==> src/hw/rtl/motor_motion_mode_fsm_top_macros.svh <==
// -----------------------------------------------------------------------------
// Motor motion-mode supervisor assertion macros
// Concurrent assertion wrappers clocked on clk, disabled while arst_n is low.
// -----------------------------------------------------------------------------
`ifndef MOTOR_MOTION_MODE_FSM_TOP_MACROS_SVH
`define MOTOR_MOTION_MODE_FSM_TOP_MACROS_SVH

`ifndef ASSERT_OFF

// Same-cycle implication: whenever ante holds, cons holds too.
`define MMFSM_ASSERT_IMPL(lbl, ante, cons) \
	lbl: assert property (@(posedge clk) disable iff (!arst_n) (ante) |-> (cons)) \
		else $error("assertion failed");

// Next-cycle implication: whenever ante holds, cons holds in the cycle after.
`define MMFSM_ASSERT_NEXT(lbl, ante, cons) \
	lbl: assert property (@(posedge clk) disable iff (!arst_n) (ante) |=> (cons)) \
		else $error("assertion failed");

`else

`define MMFSM_ASSERT_IMPL(lbl, ante, cons)
`define MMFSM_ASSERT_NEXT(lbl, ante, cons)

`endif

`endif

==> src/hw/rtl/mmfsm_pkg.sv <==
// -----------------------------------------------------------------------------
// Motor motion-mode supervisor package
// Mode and event codes, command codes and the update bundle shared by the
// transition logic and the top level.
// -----------------------------------------------------------------------------
package mmfsm_pkg;

	localparam int MODE_W  = 4;
	localparam int EVENT_W = 4;

	// Mode codes
	localparam logic [MODE_W-1:0] MODE_UNINIT   = 4'd0;
	localparam logic [MODE_W-1:0] MODE_IDLE     = 4'd1;
	localparam logic [MODE_W-1:0] MODE_READY    = 4'd2;
	localparam logic [MODE_W-1:0] MODE_ACCEL    = 4'd3;
	localparam logic [MODE_W-1:0] MODE_RUNNING  = 4'd4;
	localparam logic [MODE_W-1:0] MODE_DECEL    = 4'd5;
	localparam logic [MODE_W-1:0] MODE_STOPPING = 4'd6;
	localparam logic [MODE_W-1:0] MODE_ERROR    = 4'd7;
	localparam logic [MODE_W-1:0] MODE_HOMING   = 4'd8;

	// Event codes
	localparam logic [EVENT_W-1:0] EV_INIT      = 4'd0;
	localparam logic [EVENT_W-1:0] EV_ENABLE    = 4'd1;
	localparam logic [EVENT_W-1:0] EV_DISABLE   = 4'd2;
	localparam logic [EVENT_W-1:0] EV_START     = 4'd3;
	localparam logic [EVENT_W-1:0] EV_DONE      = 4'd4;
	localparam logic [EVENT_W-1:0] EV_STOP      = 4'd5;
	localparam logic [EVENT_W-1:0] EV_ESTOP     = 4'd6;
	localparam logic [EVENT_W-1:0] EV_FAULT     = 4'd7;
	localparam logic [EVENT_W-1:0] EV_CLEARED   = 4'd8;
	localparam logic [EVENT_W-1:0] EV_HOME      = 4'd9;
	localparam logic [EVENT_W-1:0] EV_HOME_DONE = 4'd10;

	// Command codes
	localparam logic CMD_EVENT = 1'b0;
	localparam logic CMD_RESET = 1'b1;

	// Outcome of one transaction on the mode registers
	typedef struct packed {
		logic              changed;
		logic [MODE_W-1:0] mode;
		logic [MODE_W-1:0] prior;
		logic              may_move;
		logic              in_motion;
	} mmfsm_upd_t;

endpackage

==> src/hw/rtl/mmfsm_next.sv <==
// -----------------------------------------------------------------------------
// Motor motion-mode transition logic
// Looks up the next mode from the current mode and one command, and derives
// the change flag, the prior mode and the motion flags.
// -----------------------------------------------------------------------------
module mmfsm_next (
	input  logic [mmfsm_pkg::MODE_W-1:0]  mode,
	input  logic [mmfsm_pkg::MODE_W-1:0]  prior,
	input  logic                          command,
	input  logic [mmfsm_pkg::EVENT_W-1:0] event_code,
	output mmfsm_pkg::mmfsm_upd_t         upd
);

	logic [mmfsm_pkg::MODE_W-1:0] table_mode;
	logic [mmfsm_pkg::MODE_W-1:0] next_mode;
	logic                         moved;

	// Look up the transition table; undefined pairs keep the mode
	always_comb begin
		table_mode = mode;
		case (mode)
			mmfsm_pkg::MODE_UNINIT: begin
				if (event_code == mmfsm_pkg::EV_INIT) table_mode = mmfsm_pkg::MODE_IDLE;
			end
			mmfsm_pkg::MODE_IDLE: begin
				if (event_code == mmfsm_pkg::EV_ENABLE) table_mode = mmfsm_pkg::MODE_READY;
			end
			mmfsm_pkg::MODE_READY: begin
				case (event_code)
					mmfsm_pkg::EV_DISABLE: table_mode = mmfsm_pkg::MODE_IDLE;
					mmfsm_pkg::EV_START:   table_mode = mmfsm_pkg::MODE_ACCEL;
					mmfsm_pkg::EV_HOME:    table_mode = mmfsm_pkg::MODE_HOMING;
					mmfsm_pkg::EV_FAULT:   table_mode = mmfsm_pkg::MODE_ERROR;
					default:               table_mode = mode;
				endcase
			end
			mmfsm_pkg::MODE_ACCEL: begin
				case (event_code)
					mmfsm_pkg::EV_DONE:  table_mode = mmfsm_pkg::MODE_RUNNING;
					mmfsm_pkg::EV_STOP:  table_mode = mmfsm_pkg::MODE_DECEL;
					mmfsm_pkg::EV_ESTOP: table_mode = mmfsm_pkg::MODE_STOPPING;
					mmfsm_pkg::EV_FAULT: table_mode = mmfsm_pkg::MODE_ERROR;
					default:             table_mode = mode;
				endcase
			end
			mmfsm_pkg::MODE_RUNNING: begin
				case (event_code)
					mmfsm_pkg::EV_DONE:  table_mode = mmfsm_pkg::MODE_DECEL;
					mmfsm_pkg::EV_STOP:  table_mode = mmfsm_pkg::MODE_DECEL;
					mmfsm_pkg::EV_ESTOP: table_mode = mmfsm_pkg::MODE_STOPPING;
					mmfsm_pkg::EV_FAULT: table_mode = mmfsm_pkg::MODE_ERROR;
					default:             table_mode = mode;
				endcase
			end
			mmfsm_pkg::MODE_DECEL: begin
				case (event_code)
					mmfsm_pkg::EV_DONE:  table_mode = mmfsm_pkg::MODE_READY;
					mmfsm_pkg::EV_ESTOP: table_mode = mmfsm_pkg::MODE_STOPPING;
					mmfsm_pkg::EV_FAULT: table_mode = mmfsm_pkg::MODE_ERROR;
					default:             table_mode = mode;
				endcase
			end
			mmfsm_pkg::MODE_STOPPING: begin
				case (event_code)
					mmfsm_pkg::EV_DONE:  table_mode = mmfsm_pkg::MODE_READY;
					mmfsm_pkg::EV_FAULT: table_mode = mmfsm_pkg::MODE_ERROR;
					default:             table_mode = mode;
				endcase
			end
			mmfsm_pkg::MODE_HOMING: begin
				case (event_code)
					mmfsm_pkg::EV_HOME_DONE: table_mode = mmfsm_pkg::MODE_READY;
					mmfsm_pkg::EV_ESTOP:     table_mode = mmfsm_pkg::MODE_STOPPING;
					mmfsm_pkg::EV_FAULT:     table_mode = mmfsm_pkg::MODE_ERROR;
					default:                 table_mode = mode;
				endcase
			end
			mmfsm_pkg::MODE_ERROR: begin
				if (event_code == mmfsm_pkg::EV_CLEARED) table_mode = mmfsm_pkg::MODE_IDLE;
			end
			default: begin
				table_mode = mode;
			end
		endcase
	end

	// Force idle on a reset command, which always counts as a transition
	assign next_mode = (command == mmfsm_pkg::CMD_RESET) ? mmfsm_pkg::MODE_IDLE : table_mode;
	assign moved     = (command == mmfsm_pkg::CMD_RESET) || (table_mode != mode);

	// Build the update bundle
	always_comb begin
		upd.changed   = moved;
		upd.mode      = next_mode;
		upd.prior     = moved ? mode : prior;
		upd.may_move  = (next_mode == mmfsm_pkg::MODE_READY);
		upd.in_motion = (next_mode == mmfsm_pkg::MODE_ACCEL) ||
		                (next_mode == mmfsm_pkg::MODE_RUNNING) ||
		                (next_mode == mmfsm_pkg::MODE_DECEL);
	end

endmodule

==> src/hw/rtl/motor_motion_mode_fsm_top.sv <==
// Each accepted transaction's result is loaded into the output register and shows in the cycle after acceptance.
// Throughput: one transaction per cycle; the input stalls only while a result waits stalled.
// The mode register update and the result load happen at the same edge, so the next
// transaction sees the new mode at once.
// Reset: arst_n low clears the mode and prior mode to uninitialized and drops out_valid.
// -----------------------------------------------------------------------------
// Motor motion-mode supervisor top level
// Nine-mode motor supervisor: one event or forced reset in, one mode report out.
// -----------------------------------------------------------------------------
`include "motor_motion_mode_fsm_top_macros.svh"

module motor_motion_mode_fsm_top (
	input  logic                          clk,
	input  logic                          arst_n,
	input  logic                          in_valid,
	output logic                          in_stall,
	input  logic                          command,
	input  logic [mmfsm_pkg::EVENT_W-1:0] event_code,
	output logic                          out_valid,
	input  logic                          out_stall,
	output logic                          changed,
	output logic [mmfsm_pkg::MODE_W-1:0]  mode_now,
	output logic [mmfsm_pkg::MODE_W-1:0]  mode_before,
	output logic                          may_move,
	output logic                          in_motion
);

	logic                         in_accept;
	logic [mmfsm_pkg::MODE_W-1:0] mode_q;
	logic [mmfsm_pkg::MODE_W-1:0] prior_q;
	logic                         out_valid_q;
	mmfsm_pkg::mmfsm_upd_t        upd;
	mmfsm_pkg::mmfsm_upd_t        res_q;

	// Stall input only when a result is held and the sink stalls
	assign in_stall  = out_valid_q && out_stall;
	assign in_accept = in_valid && !in_stall;

	mmfsm_next u_next (
		.mode       (mode_q),
		.prior      (prior_q),
		.command    (command),
		.event_code (event_code),
		.upd        (upd)
	);

	// Advance the mode registers on each accepted transaction
	always_ff @(posedge clk or negedge arst_n) begin
		if (!arst_n) begin
			mode_q  <= mmfsm_pkg::MODE_UNINIT;
			prior_q <= mmfsm_pkg::MODE_UNINIT;
		end else if (in_accept) begin
			mode_q  <= upd.mode;
			prior_q <= upd.prior;
		end
	end

	// Track result occupancy
	always_ff @(posedge clk or negedge arst_n) begin
		if (!arst_n) begin
			out_valid_q <= 1'b0;
		end else if (in_accept) begin
			out_valid_q <= 1'b1;
		end else if (!out_stall) begin
			out_valid_q <= 1'b0;
		end
	end

	// Load the result register
	always_ff @(posedge clk) begin
		if (in_accept) begin
			res_q <= upd;
		end
	end

	assign out_valid   = out_valid_q;
	assign changed     = res_q.changed;
	assign mode_now    = res_q.mode;
	assign mode_before = res_q.prior;
	assign may_move    = res_q.may_move;
	assign in_motion   = res_q.in_motion;

	// Forced reset lands in idle and reports a change
	`MMFSM_ASSERT_NEXT(a_force_idle, in_accept && (command == mmfsm_pkg::CMD_RESET), out_valid && changed && (mode_now == mmfsm_pkg::MODE_IDLE) && (mode_q == mmfsm_pkg::MODE_IDLE))
	// Shown result always tracks the live mode registers
	`MMFSM_ASSERT_IMPL(a_res_tracks, out_valid, (mode_now == mode_q) && (mode_before == prior_q))
	// Mode holds without an accepted transaction
	`MMFSM_ASSERT_NEXT(a_mode_hold, !in_accept, $stable(mode_q) && $stable(prior_q))
	// Ready and motion flags are exclusive
	`MMFSM_ASSERT_IMPL(a_flags_excl, out_valid, !(may_move && in_motion))
	// An unchanged result leaves the mode where it was
	`MMFSM_ASSERT_NEXT(a_no_change, in_accept && !upd.changed, mode_q == $past(mode_q))

endmodule

==> config.mk <==
export PLATFORM = sky130hd
export DESIGN_NAME = motor_motion_mode_fsm_top
export DESIGN_NICKNAME = d
export VERILOG_FILES = /design/src/hw/rtl/mmfsm_pkg.sv /design/src/hw/rtl/mmfsm_next.sv /design/src/hw/rtl/motor_motion_mode_fsm_top.sv
export VERILOG_INCLUDE_DIRS = /design/src /design/src/hw/rtl
export SDC_FILE = /design/constraint.sdc
export NUM_CORES = 1
export LEC_CHECK = 0
export CAP_MARGIN = 40
export CORE_ASPECT_RATIO = 0.75
export CORE_UTILIZATION = 46
export CTS_CLUSTER_DIAMETER = 40
export CTS_CLUSTER_SIZE = 8
export DETAILED_ROUTE_END_ITERATION = 8
export DONT_BUFFER_PORTS = 1
export PLACE_DENSITY = 0.65
export SETUP_SLACK_MARGIN = 0.4
export SYNTH_ARGS = -nofsm -noshare
export SYNTH_HDL_FRONTEND = slang
export SYNTH_HIERARCHICAL = 1
export SYNTH_SLANG_ARGS = --single-unit
==> constraint.sdc <==
create_clock -name clk -period 4.5 [get_ports clk]
set_input_delay 1.35 -clock clk [delete_from_list [all_inputs] [get_ports clk]]
set_output_delay 1.35 -clock clk [all_outputs]
set_load 0.01 [all_outputs]
==> key figures <==
Worst setup path
  – Crit path kind: in -> reg
  – Worst R2R End: prior_q[0]$_DFFE_PN0P_
  – Critical path data required time: 4.64 ns
  – Delay-heaviest family, CP: simple AND/OR/NAND/NOR gates
  – Worst path slowest cell: or4_4
  – CP Buf/Inv Count: 0
  – Worst Path Max Fanout: 10
  – Crit-path max cell delay: 0.58 ns
  – Worst R2R Setup Slack: 1.24 ns
  – Critical Path AT: 3.66 ns
  – Critical-path cell list: or3b_2, a211oi_1, a221o_1, mux2_1, or4_4, mux2_4, mux2_2
  – Nature of the critical path endpoint: flop
  – Worst r2r path cells: 7
  – Worst setup SP type: input pin
  – R2R Path Start: mode_q[2]$_DFFE_PN0P_

GRT
  – M3 GR Usage: a little under 5%
  – Vias in the first global route: 945
  – Global-route wire length before repair: 4.80 mm
  – Most Used Layer, Global Route: met2
  – GR Util met1: between 20% and 30%
  – Met2 usage: 29.5%
  – GRT overflow: 0
  – GRT Overall Usage: 19.7%
  – Initial antenna violation count: 0
  – Largest net degree at the start of global routing: 23

Synth
  – Compound-Gate Fraction of Synth Area: 18.3%
  – Yosys reg bits: 20
  – Distinct cell type count after synthesis: 47
  – Yosys top cell by area: edfxtp_1
  – Post-synthesis cell count: 134
  – Xor-xnor portion of the synthesized cell area: 0%
  – Synth top area cells: edfxtp_1, dfrtp_1, mux2_2
  – Seq/Total Area, Yosys: 40.7%
  – Synth Area in Adders: 0%
  – Most frequent cells after synthesis: edfxtp_1, nor2_1, dfrtp_1
  – Most frequent cell after synthesis: edfxtp_1
  – Async S/R FF share, synth: 45.0%
  – Synth top area share: 24.2%
  – Post-Syn Nets: between 100 and 150
  – Number of synthesized flops with an enable pin: 11
  – Syn_area_per_cell: 10.2 sq um
  – Post-Syn Area: 0.00136 sq mm
  – Synth Flop Type: edfxtp_1
  – Synth Area in Simple Gates: 22.8%
  – Synth warn: 6
  – Largest family of logic cells by synthesized area: simple AND/OR/NAND/NOR gates
  – Multiplexer area fraction after synthesis: between 10% and 20%

Hold path
  – Hold EP: prior_q[2]$_DFFE_PN0P_
  – Min-Delay Path Depth: 1
  – Hold_sp: prior_q[2]$_DFFE_PN0P_
  – Min-delay worst type: reg -> reg

Detailed routing
  – Routed WL per cell: 17.7 microns
  – Remaining DRCs: 0
  – DRT antenna net count: 0
  – DR vias/cell: 6.33
  – Router iterations before antenna repair: 4
  – First DRT Iteration DRCs: 48
  – DRT Wirelength: 2.87 mm
  – Total vias in the final route: 1026

Power
  – Switching power: 105 uW
  – VDD IR max: 184 uV
  – Comb power frac: between 10% and 20%
  – PwrDens: 291 mW/mm^2
  – Power share of the clock group: between 20% and 30%
  – Lkg Pwr: 0.000501 uW
  – Internal power: approximately 300 uW
  – Power Total: 405 uW
  – Sequential share of power: ~56%
  – Sw frac: 25.9%

Timing
  – Hold Vio Cnt, Final: 0
  – Final setup viols: 0
  – Max Transition Viols Final: 0
  – Worst-margin pin slew: 0.641 ns
  – Final hold slack: 0.512 ns
  – Slew Limit Headroom: 57.3%
  – Min cycle time layout: ~3.5 ns
  – Fin Clk Skew: 0.00160 ns
  – Unrepaired setup endpoints after global routing: false
  – Total negative slack: 0 ns
  – Fin crit share: 78.3%
  – Fmax: approximately 280 MHz

Place
  – Detailed Place HPWL: slightly below 2 mm
  – Routability congestion estimate: around 0.9
  – Buffers on Ports: 0

CTS
  – CTS sink count: 20
  – Cts repair resizes: 0
  – CTS H-Tree Depth: 1
  – Post-CTS Setup Inserts: 0
  – Root buffer cell: clkbuf_8
  – Clock Path Buffers: 2
  – Post-cts hold buffer count: 0
  – Clock slew at reported path FFs: 0.07 ns
  – TritonCTS Buffers: 3
  – Worst-Skew Late Latency: around 0.25 ns
  – CTS tree: done

Floorplanning
  – Vert. Die Dim: 49.2 microns
  – Die extent in x: 64.9 microns
  – Die ar.: 0.00319 sq mm
  – Core ar.: between 0.002 and 0.003 sq mm
  – Rows: 16
  – Top Ports: 22
  – Starting Density: 50.5%

Cells and area
  – Fraction of layout cells with a size suffix above 1: approximately a fifth
  – Layout area overhead: 2.11%
  – Final nets: approximately 140
  – # diodes: 0

Flow run
  – Max-cap violation count: 0

Outcome
  – Status: complete, no violations
## routing by layer
metal	vias to the layer above	wire length [microns]	share of wire [%]
met3	2	172	6.0
li1	483	-	-
met1	507	1380	48
met2	34	1320	46
met4	0	4	0.14
met5	-	0	0
## power by group through the flow
stage	registers (uW)	logic, uW	clock network (uW)
after global placement	233	58.2	0
after floorplan	222	64.7	0
final	229	60.6	116
after detailed placement	233	59.8	0
after CTS	229	60.2	120
after global routing	231	66.2	129
## per-stage QoR
stage                     area, sq um  setup slack [ns]  util [%]  cells
after global placement           1350             0.742      49.9    158
final                            1390             0.976      51.5    162
after CTS                        1390             0.985      51.5    162
after detailed placement         1350             0.715      49.9    158
after floorplan                  1360             0.483         -    134
after global routing             1390             0.916      51.5    162
## area by class of cell
class | count | area [sq um]
clock buffers | 3 | 41.3
clock inverters | 1 | 3.75
fillers | 254 | 1310
inverters | 4 | 15.0
multi-input cells | 98 | 732
flip-flops and latches | 20 | 556
well taps | 36 | 45.0
## worst max path at each step
stage                  startpoint                      to  slack [ns]  cells after the start
detailed placement  event_code[1]  prior_q[0]$_DFFE_PN0P_        0.71                      7
floorplan           event_code[1]  prior_q[0]$_DFFE_PN0P_        0.48                      9
global placement    event_code[1]  prior_q[3]$_DFFE_PN0P_        0.74                      7
finish              event_code[1]  prior_q[0]$_DFFE_PN0P_        0.98                      7
CTS                 event_code[1]  prior_q[0]$_DFFE_PN0P_        0.98                      7
global route        event_code[1]  prior_q[3]$_DFFE_PN0P_        0.92                      7
## registers in the layout (all words and copies together) (netlist names)
register,count
may_move,1
mode_q,4
prior_q,4
mode_before,4
changed,1
in_motion,1
out_valid,1
mode_now,4
## kinds of logic after synthesis
kind of cell | count (synthesis)
simple gates | 51
compound gates | 33
flops | 20
buf+inv | 16
mux | 14
## cells in the final DEF, fill, tap and decap left out, types with 2 or more instances in the layout
cell type	count
edfxtp_1	11
nor2_1	10
dfrtp_1	9
mux2_2	8
nand2_1	8
a21oi_1	8
inv_1	4
nand3b_1	4
nand3_1	4
o21ai_0	4
mux2_4	4
or2_2	3
clkbuf_8	3
nor2b_1	3
nor3b_1	3
o21a_1	3
nor4b_1	3
nand2b_1	3
or3b_2	2
nor3_1	2
a31o_2	2
a211oi_1	2
o31ai_1	2
No activity file was read; power rests on OpenSTA's default activity.
